`config.mk`:
```
export PLATFORM = sky130hd
export DESIGN_NAME = half_duplex_soft_uart
export DESIGN_NICKNAME = d
export VERILOG_FILES = /design/src/design/hdsu_pkg.sv /design/src/design/half_duplex_soft_uart.sv
export SDC_FILE = /design/constraint.sdc
export NUM_CORES = 1
export LEC_CHECK = 0
export BUFFER_PORTS_ARGS = -buffer_cell sky130_fd_sc_hd__buf_2
export CORE_MARGIN = 2
export CORE_UTILIZATION = 65
export CTS_CLUSTER_SIZE = 12
export DETAILED_ROUTE_END_ITERATION = 10
export PLACE_DENSITY_LB_ADDON = 0.2
export SLEW_MARGIN = 20
export SYNTH_ARGS = -nofsm -noshare
export SYNTH_HDL_FRONTEND = slang
export SYNTH_SLANG_ARGS = --single-unit
export TNS_END_PERCENT = 10
```
`constraint.sdc`:
```
create_clock -name clk -period 4.5 [get_ports clk]
set_input_delay 0.225 -clock clk [delete_from_list [all_inputs] [get_ports clk]]
set_output_delay 0.225 -clock clk [all_outputs]
set_load 0.02 [all_outputs]
```
`src/design/hdsu_pkg.sv`:
```
// Shared types and constants for the half-duplex single-wire UART.
`default_nettype none
package hdsu_pkg;

	localparam int CFG_DATA_W  = 16;
	localparam int CFG_INDEX_W = 2;
	localparam int GUARD_W     = 6;
	localparam int DATA_W      = 8;

	localparam logic [CFG_INDEX_W-1:0] REG_BIT_PERIOD   = 2'd0;
	localparam logic [CFG_INDEX_W-1:0] REG_FIRST_SAMPLE = 2'd1;
	localparam logic [CFG_INDEX_W-1:0] REG_GUARD_BITS   = 2'd2;

	localparam logic [CFG_DATA_W-1:0] BIT_PERIOD_RST   = 16'd16;
	localparam logic [CFG_DATA_W-1:0] FIRST_SAMPLE_RST = 16'd24;
	localparam logic [GUARD_W-1:0]    GUARD_BITS_RST   = 6'd20;

	localparam logic [3:0] RX_STOP_SLOT = 4'd8;
	localparam logic [5:0] TX_LAST_BIT  = 6'd7;

	typedef struct packed {
		logic              line_in;
		logic              send_request;
		logic [DATA_W-1:0] send_data;
		logic              read_request;
	} tick_t;

	typedef struct packed {
		logic              line_drive;
		logic              line_level;
		logic              rx_ready;
		logic [DATA_W-1:0] rx_data;
		logic              send_accepted;
		logic              link_busy;
	} result_t;

endpackage
`default_nettype wire

```
`src/design/half_duplex_soft_uart.sv`:
```
// Half-duplex single-wire 8N1 UART: one tick per beat, registered result.
//
// Usage:
//   tick channel: one beat per sampler tick carrying the sampled line level,
//   a send request with its byte and a read request for the one-byte buffer.
//   result channel: one beat per tick with line drive/level, buffer status and
//   data (as seen before that tick's read), send acceptance and busy flag.
//   Config port: cfg_write with cfg_index/cfg_data sets bit period, first
//   sample delay and guard length; write only while the link is quiet.
// Timing:
//   A tick beat updates the frame state in the cycle it is taken; its result
//   is held in the output register and shows in the next cycle. One tick per
//   cycle is sustained: tick_ready stays high while the result register is
//   empty or being drained, so the result register is the only limit.
// Reset:
//   arst_n clears both frame engines, the buffer and the result valid flag and
//   reloads the default timing registers.
// Stall:
//   While result_ready is low and a result waits, tick_ready drops and the
//   frame state holds until the waiting beat is taken.
`default_nettype none
module half_duplex_soft_uart #(
	parameter int TIMER_BITS = 16
) (
	input  wire                                 clk,
	input  wire                                 arst_n,
	input  wire                                 cfg_write,
	input  wire [hdsu_pkg::CFG_INDEX_W-1:0]     cfg_index,
	input  wire [hdsu_pkg::CFG_DATA_W-1:0]      cfg_data,
	input  wire                                 tick_valid,
	output logic                                tick_ready,
	input  hdsu_pkg::tick_t                     tick,
	output logic                                result_valid,
	input  wire                                 result_ready,
	output hdsu_pkg::result_t                   result
);

	localparam int CW = (TIMER_BITS > hdsu_pkg::CFG_DATA_W) ? TIMER_BITS
	                                                        : hdsu_pkg::CFG_DATA_W;
	localparam logic [CW-1:0] TIMER_MAX = CW'({TIMER_BITS{1'b1}});

	localparam logic       RX_IDLE  = 1'b0;
	localparam logic       RX_FRAME = 1'b1;
	localparam logic [2:0] TX_IDLE  = 3'd0;
	localparam logic [2:0] TX_START = 3'd1;
	localparam logic [2:0] TX_DATA  = 3'd2;
	localparam logic [2:0] TX_STOP  = 3'd3;
	localparam logic [2:0] TX_GUARD = 3'd4;

	function automatic logic [TIMER_BITS-1:0] load_value(
		input logic [hdsu_pkg::CFG_DATA_W-1:0] v
	);
		logic [CW-1:0] ext;
		ext = CW'(v);
		if (ext == '0)
			ext = CW'(1);
		if (ext > TIMER_MAX)
			ext = TIMER_MAX;
		return ext[TIMER_BITS-1:0];
	endfunction

	logic [hdsu_pkg::CFG_DATA_W-1:0] bit_period_q, first_sample_q;
	logic [hdsu_pkg::GUARD_W-1:0]    guard_bits_q;

	logic                            rx_phase_q, rx_phase_d;
	logic [3:0]                      rx_cnt_q, rx_cnt_d;
	logic [hdsu_pkg::DATA_W-1:0]     rx_shift_q, rx_shift_d;
	logic [hdsu_pkg::DATA_W-1:0]     rx_hold_q, rx_hold_d;
	logic                            rx_full_q, rx_full_d;
	logic [TIMER_BITS-1:0]           rx_timer_q, rx_timer_d;
	logic [2:0]                      tx_phase_q, tx_phase_d;
	logic [5:0]                      tx_cnt_q, tx_cnt_d;
	logic [hdsu_pkg::DATA_W-1:0]     tx_shift_q, tx_shift_d;
	logic [TIMER_BITS-1:0]           tx_timer_q, tx_timer_d;

	hdsu_pkg::result_t               result_d;
	logic                            take;

	assign tick_ready = !result_valid || result_ready;
	assign take       = tick_valid && tick_ready;

	always_comb begin
		rx_phase_d = rx_phase_q;
		rx_cnt_d   = rx_cnt_q;
		rx_shift_d = rx_shift_q;
		rx_hold_d  = rx_hold_q;
		rx_full_d  = rx_full_q;
		rx_timer_d = rx_timer_q;
		tx_phase_d = tx_phase_q;
		tx_cnt_d   = tx_cnt_q;
		tx_shift_d = tx_shift_q;
		tx_timer_d = tx_timer_q;
		result_d   = '0;

		result_d.rx_ready = rx_full_q;
		result_d.rx_data  = rx_hold_q;

		if (tick.read_request) begin
			rx_hold_d = '0;
			rx_full_d = 1'b0;
		end

		// transmitter
		unique case (tx_phase_q)
			TX_START: begin
				tx_timer_d = tx_timer_q - 1'b1;
				if (tx_timer_d == '0) begin
					tx_phase_d = TX_DATA;
					tx_cnt_d   = '0;
					tx_timer_d = load_value(bit_period_q);
				end
			end
			TX_DATA: begin
				tx_timer_d = tx_timer_q - 1'b1;
				if (tx_timer_d == '0) begin
					if (tx_cnt_q >= hdsu_pkg::TX_LAST_BIT) begin
						tx_phase_d = TX_STOP;
					end else begin
						tx_cnt_d   = tx_cnt_q + 1'b1;
						tx_shift_d = tx_shift_q >> 1;
						tx_timer_d = load_value(bit_period_q);
					end
				end
			end
			TX_STOP: begin
				if (guard_bits_q == '0) begin
					tx_phase_d = TX_IDLE;
					tx_cnt_d   = '0;
				end else begin
					tx_phase_d = TX_GUARD;
					tx_cnt_d   = guard_bits_q;
					tx_timer_d = load_value(bit_period_q);
				end
			end
			TX_GUARD: begin
				tx_timer_d = tx_timer_q - 1'b1;
				if (tx_timer_d == '0) begin
					tx_cnt_d = tx_cnt_q - 1'b1;
					if (tx_cnt_d == '0)
						tx_phase_d = TX_IDLE;
					else
						tx_timer_d = load_value(bit_period_q);
				end
			end
			default: begin
				tx_phase_d = TX_IDLE;
				if (tick.send_request && rx_phase_q == RX_IDLE) begin
					result_d.send_accepted = 1'b1;
					tx_phase_d = TX_START;
					tx_shift_d = tick.send_data;
					tx_cnt_d   = '0;
					tx_timer_d = load_value(bit_period_q);
				end
			end
		endcase

		// receiver
		unique case (rx_phase_q)
			RX_FRAME: begin
				rx_timer_d = rx_timer_q - 1'b1;
				if (rx_timer_d == '0) begin
					if (rx_cnt_q < hdsu_pkg::RX_STOP_SLOT) begin
						rx_shift_d[rx_cnt_q[2:0]] = tick.line_in;
						rx_cnt_d   = rx_cnt_q + 1'b1;
						rx_timer_d = load_value(bit_period_q);
					end else begin
						if (tick.line_in && !rx_full_d) begin
							rx_hold_d = rx_shift_q;
							rx_full_d = 1'b1;
						end
						rx_phase_d = RX_IDLE;
						rx_cnt_d   = '0;
					end
				end
			end
			default: begin
				if (tx_phase_d == TX_IDLE && !tick.line_in) begin
					rx_phase_d = RX_FRAME;
					rx_cnt_d   = '0;
					rx_timer_d = load_value(first_sample_q);
				end
			end
		endcase

		case (tx_phase_d)
			TX_START: result_d.line_drive = 1'b1;
			TX_DATA: begin
				result_d.line_drive = 1'b1;
				result_d.line_level = tx_shift_d[0];
			end
			TX_STOP: begin
				result_d.line_drive = 1'b1;
				result_d.line_level = 1'b1;
			end
			default: ;
		endcase

		result_d.link_busy = (tx_phase_d != TX_IDLE) || (rx_phase_d != RX_IDLE);
	end

	always_ff @(posedge clk or negedge arst_n) begin
		if (!arst_n) begin
			bit_period_q   <= hdsu_pkg::BIT_PERIOD_RST;
			first_sample_q <= hdsu_pkg::FIRST_SAMPLE_RST;
			guard_bits_q   <= hdsu_pkg::GUARD_BITS_RST;
		end else if (cfg_write) begin
			unique case (cfg_index)
				hdsu_pkg::REG_BIT_PERIOD:   bit_period_q <= cfg_data;
				hdsu_pkg::REG_FIRST_SAMPLE: first_sample_q <= cfg_data;
				hdsu_pkg::REG_GUARD_BITS:   guard_bits_q <= cfg_data[hdsu_pkg::GUARD_W-1:0];
				default: ;
			endcase
		end
	end

	always_ff @(posedge clk or negedge arst_n) begin
		if (!arst_n) begin
			rx_phase_q <= RX_IDLE;
			rx_cnt_q   <= '0;
			rx_shift_q <= '0;
			rx_hold_q  <= '0;
			rx_full_q  <= 1'b0;
			rx_timer_q <= '0;
			tx_phase_q <= TX_IDLE;
			tx_cnt_q   <= '0;
			tx_shift_q <= '0;
			tx_timer_q <= '0;
		end else if (take) begin
			rx_phase_q <= rx_phase_d;
			rx_cnt_q   <= rx_cnt_d;
			rx_shift_q <= rx_shift_d;
			rx_hold_q  <= rx_hold_d;
			rx_full_q  <= rx_full_d;
			rx_timer_q <= rx_timer_d;
			tx_phase_q <= tx_phase_d;
			tx_cnt_q   <= tx_cnt_d;
			tx_shift_q <= tx_shift_d;
			tx_timer_q <= tx_timer_d;
		end
	end

	always_ff @(posedge clk or negedge arst_n) begin
		if (!arst_n)
			result_valid <= 1'b0;
		else if (take)
			result_valid <= 1'b1;
		else if (result_ready)
			result_valid <= 1'b0;
	end

	always_ff @(posedge clk) begin
		if (take)
			result <= result_d;
	end

	// transmitter and receiver never active together
	a_half_duplex: assert property (@(posedge clk) disable iff (!arst_n)
		!((tx_phase_q != TX_IDLE) && (rx_phase_q == RX_FRAME)))
		else $error("tx and rx frames overlap");

	// an accepted send shows the start bit on its own result beat
	a_start_bit: assert property (@(posedge clk) disable iff (!arst_n)
		take && result_d.send_accepted |=>
			result_valid && result.line_drive && !result.line_level)
		else $error("accepted send without start bit");

	// a taken tick always leaves a result beat behind
	a_result_follows: assert property (@(posedge clk) disable iff (!arst_n)
		take |=> result_valid)
		else $error("tick beat produced no result");

endmodule
`default_nettype wire

```
After elaboration in Yosys (flattened, before gate mapping)
Cells that the tools add are included.
Widths: inputs -> output; s select.
{"block": "totals", "register_bits": 123, "latch_bits": 0, "ramBits": 0, "romBits": 0, "in_bits": 34, "output_inout_bits": 15, "n_memories": 0}
{"block": "classes", "n_addsub": 5, "n_mul": 0, "div": 0, "n_lt_le_gt_ge": 11, "eq_ne": 15, "shift": 0, "mux": 83, "bitwise_logic": 2, "reduce_logical": 35}
{"op": "$mux 16", "n": 37}
{"op": "$gt 16x16->1 const B", "n": 7}
{"op": "$logic_not 16->1", "n": 4}
{"op": "$mux 8", "n": 8}
{"op": "$pmux 16 s4", "n": 1}
{"op": "$mux 6", "n": 6}
{"op": "$sub 16x1->16 const B", "n": 2}
{"op": "$pmux 6 s4", "n": 1}
{"op": "$mux 3", "n": 6}
{"op": "$mux 4", "n": 4}
{"op": "$pmux 8 s2", "n": 1}
{"op": "$mux 1", "n": 15}
{"op": "$eq 3x2->1 const B", "n": 4}
{"op": "$logic_not 6->1", "n": 2}
{"op": "$pmux 3 s4", "n": 1}
{"op": "$ne 2x2->1 const B", "n": 5}
{"op": "$bwmux 8", "n": 1}
{"op": "$reduce_and 2->1", "n": 4}
{"op": "$add 6x1->6 const B", "n": 1}
{"op": "$eq 3x1->1 const B", "n": 2}
{"op": "$ge 6x3->1 const B", "n": 1}
{"op": "$reduce_and 3->1", "n": 2}
{"op": "$reduce_and 6->1", "n": 1}
{"op": "$reduce_bool 2->1", "n": 3}
{"op": "other kinds (23)", "n": 32}

Logic depth before layout (Yosys ltp)
Gate-level depths: netlist of the first run.
{"block": "depth", "ltp_word": 13, "mapped_depth": 12}

Worst setup path before layout of the first run
OpenSTA, ideal clock, no wires.
{"block": "synth_path", "path_type": "reg2reg", "start": "reg tx_timer_q[0]", "end": "reg tx_timer_q[13]", "setup_time_ns": 0.125, "arrival_ns": 2.822, "required_time_ns": 4.375, "slack_ns": 1.553, "stages_incl_launch_ff": 13, "period_less_slack_ns": 2.947, "path_cell_list": "dfrtp_1 -> inv_1 -> ha_1 -> nor3b_2 -> nand3b_1 -> xnor2_1 -> or4_4 -> o31a_1 -> nor3_2 -> buf_4 -> buf_6 -> a2bb2oi_2 -> nand3_1"}
{"block": "synth_between", "elab_chain_len": 4, "elab_cells_between_ends": 8, "classes_between": "add/sub: 1; mux: 6; reduce/logical: 1"}
{"element": "start, declared", "line": "half_duplex_soft_uart.sv:74", "source": "logic [TIMER_BITS-1:0] tx_timer_q, tx_timer_d;"}
{"element": "start signal, assigned", "line": "half_duplex_soft_uart.sv:238", "source": "tx_timer_q <= tx_timer_d;"}
{"element": "$sub 16x1->16 (*)", "line": "half_duplex_soft_uart.sv:106, half_duplex_soft_uart.sv:114, half_duplex_soft_uart.sv:136"}
{"element": "$logic_not 16->1 (tied with other cells)", "line": "half_duplex_soft_uart.sv:107, half_duplex_soft_uart.sv:115, half_duplex_soft_uart.sv:137"}
{"element": "$mux 16 (on tied branches)", "line": "half_duplex_soft_uart.sv:137, half_duplex_soft_uart.sv:107, half_duplex_soft_uart.sv:115"}
{"element": "$pmux 16 s4 (*)", "line": "half_duplex_soft_uart.sv:104", "source": "unique case (tx_phase_q)"}
Every way passes the cells marked *; elsewhere a longest branch is shown, timed or not.
A chain may end at the register's enable or synchronous reset.

Worst setup path in the final report of the first run
{"block": "layout_path", "start": "reg tx_timer_q[0]", "end": "reg tx_timer_q[4]"}
The elaborated chain is that of the path after synthesis.

==> flow_summary.toml, run 1 <==
[sta]
hold_viol = 0
worst_pin_slew_ns = 0.932
rsz0062_at_grt = "no"
setup_tns_ns = 0
slew_headroom_pct = 36.2
period_needed_ns = 3.76
finalCritPeriodShare_pct = 83.4
finalSetupViolations = 0
finalMaxSlewViolations = 0
finClkSkew_ns = 0.0115
fmax_mhz = 266

[clock_tree]
clkSinkCount = 123
cts_tree = "built"
post_cts_buffers = 0
cts_buffers = 17
cts_root_buffer = "clkbuf_8"
clockBufferDepth = 2
clkTransAtPathRegs_ns = 0.06
clk_latency_ns = 0.54
cts_htree_levels = 4

[floorplanning]
die_w_um = 105
initial_core_util_pct = 65.9
num_rows = 37
coreArea_mm2 = 0.0101
fp.dieH_um = 105
die_area_mm2 = 0.0111
io_pins = 49

[grt]
grt_usage_pct = 33.4
grt_start_max_net_pins = 63
grt_antenna_before_repair = 0
grt-ovfl-total = 0
first_global_vias = 5759
grt_pass1_wl_um = 29100

[power_and_ir_drop]
ir_worst_vdd_mv = 0.391
p_comb_share_pct = 32.8
p_sw_share_pct = 39.0
powerDensity_mw_per_mm2 = 607
p_int_w = 0.00286
p_clk_share_pct = 27.9
p_switching_w = 0.00183
seq_power_share_pct = 39.3
leakagePower_nw = 3.19

[drt]
totalWireLength_um = 17300
ant_nets = 0
drt_iter0_markers = 535
route.vias.total = 5757
drc = 0
via_per_inst = 6.59
wire_per_inst_um = 19.8
dr.pass1.iters = 5

[logic_synthesis]
syn_nets = 712
synth_cell_type_count = 76
ys_ff_latch = 123
yosysWarnings = 0
synth_top_flop_cell = "dfrtp_1"
syn_avg_cell_area_um2 = 9.98
syn_inst = 670
synthArstFlopShare_pct = 89.4
syn-cell-area_mm2 = 0.00669
seq_area_frac_synth_pct = 47.1
synth_edf_count = 13

[cells_and_area]
fin_nets = 767
stdcell_count = 874
n_antenna_cell = 0
drive_gt1_share_pct = 20.6
area_growth_pct = 15.7
nFillCells = 684
postLayoutCellArea_mm2 = 0.00773

[setup_path]
r2r_start = "tx_timer_q[0]"
crit_type = "reg -> reg"
end_kind = "flip-flop"
worst-endpoint-required_ns = 4.88
worstPathArrival_ns = 4.13
worst_setup_path_start_kind = "flip-flop"
crit_start = "tx_timer_q[0]"
crit_fanout = 30

[place]
gp_congestion = 0.905
dpl_cell_area_mm2 = 0.00698
dp_hpwl_um = 11500
port_buffers = 48
dp_cells = 823

[outcome]
status = "finished, final reports clean"

[worst_hold_path]
hp-start = "tick[5]"
hp-class = "in -> reg"

[run]
cap_violations = 0
-- worst max-delay path, stage by stage, from the launching register on --
cell      delay [ns]
dfrtp_1         0.47
inv_1           0.10
ha_1            0.22
nor3b_2         0.34
nand3b_1        0.20
xnor2_1         0.20
nor4_1          0.79
a31oi_1         0.30
nor3_2          0.25
buf_4           0.35
mux2i_1         0.28
a22oi_1         0.09
-- Yosys cell counts (all sizes together) (8+ instances only) --
cell / n / area (um2)
clkbuf: 26 / 97.6
o21ai: 52 / 260
nor3: 17 / 100
nor2: 44 / 165
nor4: 16 / 128
nand3: 29 / 145
dfrtp: 105 / 2630
nor3b: 8 / 70.1
a31oi: 8 / 50.1
inv: 18 / 67.6
a21oi: 31 / 155
nand3b: 9 / 67.6
ha: 8 / 100
edfxtp: 13 / 390
and3: 10 / 62.6
a22o: 9 / 78.8
a22oi: 11 / 82.6
nand2: 62 / 233
mux2: 44 / 495
buf: 12 / 78.8
-- area by class of cell --
type	count	area, um2	area share, %
Multi-Input combinational cell	491	3300	42.6
Sequential cell	123	3150	40.7
Timing Repair Buffer	74	485	6.28
Clock buffer	17	414	5.36
Tap cell	136	170	2.20
Clock inverter	15	150	1.94
Inverter	18	67.6	0.874
-- placed cells by master (no fill, tap or decap), drive strengths merged, types with 10 or more instances in the layout --
| cell type | count |
|---|---|
| mux2 | 44 |
| a21oi | 31 |
| nor2 | 44 |
| a22oi | 11 |
| nor3 | 17 |
| and3 | 10 |
| nand2 | 62 |
| dfrtp | 105 |
| clkbuf | 17 |
| edfxtp | 13 |
| o21ai | 52 |
| dlygate4sd3 | 19 |
| inv | 20 |
| nand3 | 29 |
| nor4 | 16 |
| buf | 55 |
-- power by group through the flow --
stage | Combinational [W] | Clock, W | Sequential (W)
final | 0.00154 | 0.00131 | 0.00184
after global routing | 0.00172 | 0.00137 | 0.00188
after CTS | 0.00151 | 0.00132 | 0.00182
after detailed placement | 0.00148 | 0 | 0.00183
after global placement | 0.00141 | 0 | 0.00181
after floorplan | 0.00128 | 0 | 0.00166
-- kinds of logic (layout without fill, tap and decap cells) --
group	count (synthesis)	after routing	share of synthesized area [%]
AND/OR/NAND/NOR	240	240	19.5
buffers and inverters	56	124	3.65
AO/OA/AOI/OAI	181	181	18.4
flip-flops	123	123	47.1
XOR/XNOR	11	11	1.44
multiplexers	51	51	8.46
adder cells (fa/ha/maj)	8	8	1.50
-- state kept, by name, indices dropped and copies added (netlist names) --
register / flops
first_sample_q: 16
tx_timer_q: 16
result: 13
result_valid: 1
bit_period_q: 16
rx_cnt_q: 4
guard_bits_q: 6
rx_shift_q: 8
tx_phase_q: 3
tx_shift_q: 8
rx_phase_q: 1
rx_full_q: 1
rx_timer_q: 16
rx_hold_q: 8
tx_cnt_q: 6
-- metrics by stage --
stage               total power (W)  worst slack [ns]  hold WS, ns  utilization [%]
floorplan                   0.00294              1.55      -0.0706                -
global placement            0.00322              1.09        0.357             68.8
detailed placement          0.00331             0.904        0.348             68.8
CTS                         0.00465             0.868      0.00763             76.3
global route                0.00497             0.422      0.00865             76.3
finish                      0.00469             0.745       0.0133             76.3
-- final timing paths --
| path | end | slack, ns | cells after the start |
|---|---|---|---|
| max | tx_timer_q[4] | 0.74 | 11 |
| min | tx_shift_q[4] | 0.01 | 3 |
| max reg2reg | tx_timer_q[4] | 0.74 | 11 |
| min reg2reg | result[3] | 0.45 | 0 |
| max in group asynchronous | tx_shift_q[2] | 3.00 | 3 |
| min in group asynchronous | tx_cnt_q[3] | 0.33 | 2 |
-- timing repair --
item	CTS	global route
resized for setup	0	0
endpoints found under the hold margin	90	0
hold buffers	19	0
endpoints found under the setup margin	0	0
-- routing by layer --
metal | vias to the layer above | GRT usage, % | part of all wire [%]
met2 | 268 | 53.6 | 48
met5 | - | 0 | 0
met1 | 2812 | 43.2 | 42
met4 | 0 | 14.3 | 3.4
li1 | 2625 | - | -
met3 | 52 | 8.41 | 6.7
(Power assumes the default switching activity.)
==> inputs of run 2 (changes only) <==
--- a/config.mk
+++ b/config.mk
@@ -7,7 +7,7 @@
 export LEC_CHECK = 0
 export BUFFER_PORTS_ARGS = -buffer_cell sky130_fd_sc_hd__buf_2
 export CORE_MARGIN = 2
-export CORE_UTILIZATION = 65
+export CORE_UTILIZATION = 61
 export CTS_CLUSTER_SIZE = 12
 export DETAILED_ROUTE_END_ITERATION = 10
 export PLACE_DENSITY_LB_ADDON = 0.2
==> constraint.sdc (replaced) <==
create_clock -name clk -period 3.9 [get_ports clk]
set_input_delay 0.195 -clock clk [delete_from_list [all_inputs] [get_ports clk]]
set_output_delay 0.195 -clock clk [all_outputs]
set_load 0.02 [all_outputs]
==> run 2 against run 1 <==
Against the previous run:
- clock-buffer cell count unchanged
- utilization fell by 3.2 points
- sequential cell count did not move
- total power is 16% higher
- maximum frequency is 8.7% higher
- critical path depth shrank 1
- routed wire length shrank 0.56%
- sequential power increased by 15%
- cell count grew 1.5%
- global-route usage decreased by 2.5 points
- critical path type unchanged
- critical endpoint is now tx_shift_q[2]
- largest cell class unchanged
==> flow_summary.toml, run 2 (synthesis results as in run 1) <==
[cells_and_area]
area_growth_pct = 17.4
drive_gt1_share_pct = 21.0
mostFrequentLayoutCell = "dfrtp_1"
fin_nets = 776
postLayoutCellArea_mm2 = 0.00785
mostFrequentLayoutCells = "105 x dfrtp_1, 62 x nand2_1, 47 x buf_2"
stdcell_count = 887
seqCellArea_mm2 = 0.00315
utilization_pct = 73.0
n_antenna_cell = 0
multi_input_area_mm2 = 0.00330
nFillCells = 771

[worst_hold_path]
hp-start = "tick[3]"
hold_path_end = "tx_shift_q[2]"
hp-class = "in -> reg"
whs_path_depth = 3

[floorplanning]
fp.dieH_um = 109
io_pins = 49
coreArea_mm2 = 0.0107
num_rows = 38
die_w_um = 109
die_area_mm2 = 0.0118
initial_core_util_pct = 62.2

[setup_path]
worst-endpoint-required_ns = 4.27
worst_setup_path_start_kind = "flip-flop"
worstRegToRegCells = 10
crit_type = "reg -> reg"
reg2reg_to = "tx_shift_q[2]"
reg2reg_slack_ns = 0.44
r2r_start = "tx_timer_q[1]"
crit_fanout = 7
worstPathArrival_ns = 3.82
end_kind = "flip-flop"

[grt]
grt-ovfl-total = 0
grt_pass1_wl_um = 27700
grt_usage_pct = 31.0
first_global_vias = 5448
grt_antenna_before_repair = 0
grt_start_max_net_pins = 71

[drt]
drc = 0
drt_iter0_markers = 574
wire_per_inst_um = 19.4
route.vias.total = 5721
dr.pass1.iters = 7
ant_nets = 0
via_per_inst = 6.45
totalWireLength_um = 17200

[place]
dpl_cell_area_mm2 = 0.00701
port_buffers = 48
post-place-ws_ns = 0.436
dp_hpwl_um = 11600
dp_cells = 830
gp_congestion = 0.882

[clock_tree]
clkTransAtPathRegs_ns = 0.06
cts_buffers = 17
clkSinkCount = 123
cts_root_buffer = "clkbuf_8"
cts_htree_levels = 4
clk_latency_ns = 0.53
clockBufferDepth = 2
cts_tree = "built"

[power_and_ir_drop]
powerDensity_mw_per_mm2 = 695
ir_worst_vdd_mv = 0.522
leakagePower_nw = 3.25

[run]
cap_violations = 0

[sta]
fmax_mhz = 289
fin_ws_ns = 0.444
finalMaxSlewViolations = 0
hold_viol = 0
finalCritPeriodShare_pct = 88.6
slew_headroom_pct = 35.6
worst_pin_slew_ns = 0.941
rsz0062_at_grt = "no"
setup_tns_ns = 0
period_needed_ns = 3.46
finalSetupViolations = 0
finClkSkew_ns = 0.0125

[outcome]
status = "finished, final reports clean"
## run 2: cell types whose count changed in the layout (fill, tap and decap cells not counted)
cell and change:
dlygate4sd3_1 +6, buf_4 +3, clkinv_2 +2, clkinvlp_4 -2, bufinv_16 +1, clkinv_1 -1, nor4_1 -1, nor4_2 +1
## run 2: repair_timing
item / in CTS / in global routing
setup buffers: 0 / 0
endpoints found under the hold margin: 110 / 0
endpoints found under the setup margin: 0 / 19
hold buffers: 25 / 0
resized for setup: 0 / 1
## run 2: cell type report
| cell class | count | area share (%) |
|---|---|---|
| timing repair buffer | 83 | 7.24 |
| inverter | 18 | 0.861 |
| multi-input combinational | 491 | 42.1 |
| tap | 140 | 2.23 |
| clock inverter | 15 | 2.18 |
| clock buffer | 17 | 5.28 |
| sequential | 123 | 40.1 |
## run 2: per-layer routing
| layer | share of wire [%] | up-vias | wire (um) | global-route usage, % |
|---|---|---|---|---|
| li1 | - | 2637 | - | - |
| met1 | 43 | 2802 | 7330 | 40.8 |
| met2 | 48 | 238 | 8240 | 48.9 |
| met3 | 6.1 | 44 | 1050 | 6.87 |
| met4 | 3.3 | 0 | 573 | 14.8 |
| met5 | 0 | - | 0 | 0 |
## run 2: worst max path at each step
stage               cells past startpoint  slack (ns)          start             end
global route                           10        0.12  tx_timer_q[0]   tx_shift_q[4]
detailed placement                     10        0.44  tx_timer_q[0]   rx_timer_q[8]
CTS                                    10        0.41  tx_timer_q[0]  rx_timer_q[10]
floorplan                              12        0.95  tx_timer_q[0]  tx_timer_q[13]
global placement                       10        0.56  tx_timer_q[0]   rx_timer_q[8]
finish                                 10        0.44  tx_timer_q[1]   tx_shift_q[2]
## run 2: power by group
part	total [W]	internal, W	switching [W]
Sequential	0.00212	0.00163	0.000492
Clock	0.00156	0.000971	0.000593
Combinational	0.00177	0.000772	0.000995
## run 2: metrics by stage
stage	hold slack, ns	power (W)
3_3_place_gp	0.375	0.00375
2_1_floorplan	-0.101	0.00339
3_5_place_dp	0.382	0.00382
5_1_grt	0.0206	0.00576
6_report	0.0268	0.00545
4_1_cts	0.00589	0.00542
## run 2: worst max-delay path: stages (launching register included)
cell and delay [ns]:
dfrtp_1 0.45, inv_1 0.11, ha_1 0.22, nor3b_2 0.32, nand3b_1 0.18, xnor2_1 0.19, or4_4 0.57, nor4_2 0.67
o21ai_1 0.32, nand2_1 0.14, o21ai_0 0.10
==> inputs of run 3 (changes only) <==
--- a/config.mk
+++ b/config.mk
@@ -5,7 +5,7 @@
 export SDC_FILE = /design/constraint.sdc
 export NUM_CORES = 1
 export LEC_CHECK = 0
-export BUFFER_PORTS_ARGS = -buffer_cell sky130_fd_sc_hd__buf_2
+export BUFFER_PORTS_ARGS = -buffer_cell sky130_fd_sc_hd__buf_4
 export CORE_MARGIN = 2
 export CORE_UTILIZATION = 61
 export CTS_CLUSTER_SIZE = 12
==> run 3 against run 2 <==
Against the previous run:
- hold slack lost 0.025 ns
- worst setup slack lost 0.097 ns
- sequential cell count is the same
- final area grew 1.3%
- die area is the same
- cell count shrank 0.45%
- global-route usage shrank 0.18 points
- via count shrank 1.3%
- sequential share of layout area shrank 0.52 points
- maximum frequency shrank 2.7%
- critical path type unchanged
- critical endpoint is now rx_shift_q[1]
- largest cell class unchanged
==> flow_summary.toml, run 3 (synthesis results as in run 1) <==
[cells_and_area]
area_growth_pct = 19.0
nFillCells = 755
seqCellArea_mm2 = 0.00315
utilization_pct = 74.0
n_antenna_cell = 0
mostFrequentLayoutCell = "dfrtp_1"
drive_gt1_share_pct = 20.9
postLayoutCellArea_mm2 = 0.00795
mostFrequentLayoutCells = "105 x dfrtp_1, 62 x nand2_1, 54 x buf_4"
fin_nets = 772
multi_input_area_mm2 = 0.00330

[grt]
grt-ovfl-total = 0
first_global_vias = 5562
grt_antenna_before_repair = 0
grt_usage_pct = 30.8
grt_pass1_wl_um = 27900
grt_start_max_net_pins = 111

[place]
port_buffers = 48
gp_congestion = 0.926
dp_hpwl_um = 11500
dpl_cell_area_mm2 = 0.00711
post-place-ws_ns = 0.280

[clock_tree]
post_cts_buffers = 0
cts_htree_levels = 4
clkSinkCount = 123
cts_tree = "built"
cts_root_buffer = "clkbuf_8"
clkTransAtPathRegs_ns = 0.06
clockBufferDepth = 2
cts_buffers = 17
clk_latency_ns = 0.53

[sta]
finalMaxSlewViolations = 0
holdWs_ns = 0.00213
finalSetupViolations = 0
slew_headroom_pct = 36.0
fin_ws_ns = 0.347
worst_pin_slew_ns = 0.935
rsz0062_at_grt = "no"
finalCritPeriodShare_pct = 91.1
finClkSkew_ns = 0.00649
hold_viol = 0
period_needed_ns = 3.55
fmax_mhz = 281
setup_tns_ns = 0

[setup_path]
crit_fanout = 10
crit_start = "rx_timer_q[0]"
crit_chain = "inv_1 -> ha_1 -> nor3b_2 -> a21boi_0 -> a2111oi_0 -> nand4_1 -> or2_0 -> nor4_2 -> nand3b_1 -> mux2_2"
slowest_delay_ns = 0.48
worstPathArrival_ns = 3.97
worst-endpoint-required_ns = 4.31
slowest_stage = "or2_0"
worst_setup_path_start_kind = "flip-flop"
r2r_start = "rx_timer_q[0]"
end_kind = "flip-flop"
crit_type = "reg -> reg"
worstRegToRegCells = 10

[floorplanning]
num_rows = 38
die_area_mm2 = 0.0118
io_pins = 49
initial_core_util_pct = 62.2
fp.dieH_um = 109
die_w_um = 109
coreArea_mm2 = 0.0107

[power_and_ir_drop]
powerDensity_mw_per_mm2 = 690
leakagePower_nw = 3.28
ir_worst_vdd_mv = 0.483

[outcome]
status = "finished, final reports clean"

[drt]
drc = 0
wire_per_inst_um = 19.4
via_per_inst = 6.40
totalWireLength_um = 17200
ant_nets = 0
route.vias.total = 5647
dr.pass1.iters = 5
drt_iter0_markers = 458

[worst_hold_path]
hp-start = "tick[3]"
hp-class = "in -> reg"
whs_path_depth = 3

[run]
cap_violations = 0
run 3: through the flow:
step	cells	power, W
final	883	0.00549
after global routing	883	0.00580
after CTS	883	0.00546
after detailed placement	827	0.00384
after global placement	827	0.00377
after floorplan	670	0.00339
run 3: critical path, delay by kind of cell (launching register included):
kind / cells / cell delay [ns]
simple gates: 5 / 1.75
compound gates: 2 / 0.61
flops: 1 / 0.45
mux: 1 / 0.29
fa+ha+maj: 1 / 0.23
buf+inv: 1 / 0.11
run 3: per-layer routing:
metal	global-route usage [%]	wire, um	vias up
met2	49.8	8150	226
met5	0	0	-
li1	-	-	2632
met3	6.46	1050	53
met4	12.7	579	0
met1	40.6	7380	2736
run 3: path summary, 6_finish.rpt:
kind / end / slack, ns
max: rx_shift_q[1] / 0.35
min: tx_shift_q[2] / 0.002
max reg2reg: rx_shift_q[1] / 0.35
min reg2reg: result[9] / 0.45
max in group asynchronous: tx_cnt_q[0] / 3.12
min in group asynchronous: tx_shift_q[2] / 0.22
run 3: layout make-up:
class                           count  area share (%)
Clock buffer                       21            5.77
Tap cell                          140            2.20
Sequential cell                   123            39.6
Multi-Input combinational cell    491            41.5
Timing Repair Buffer               79            8.37
Clock inverter                     11            1.67
Inverter                           18           0.850
run 3: report_power, final:
group	total (W)	internal (W)	switching [W]	leakage (nW)
Sequential	0.00212	0.00163	0.000489	1.45
Combinational	0.00179	0.000789	0.000998	1.55
Clock	0.00158	0.000971	0.000608	0.286
Total	0.00549	0.00339	0.00210	3.28
run 3: timing repair:
| item | in CTS | in global routing |
|---|---|---|
| endpoints found under the setup margin | 0 | 5 |
| hold buffers | 24 | 0 |
| hold endpoints to repair | 149 | 0 |
| resized for setup | 0 | 1 |
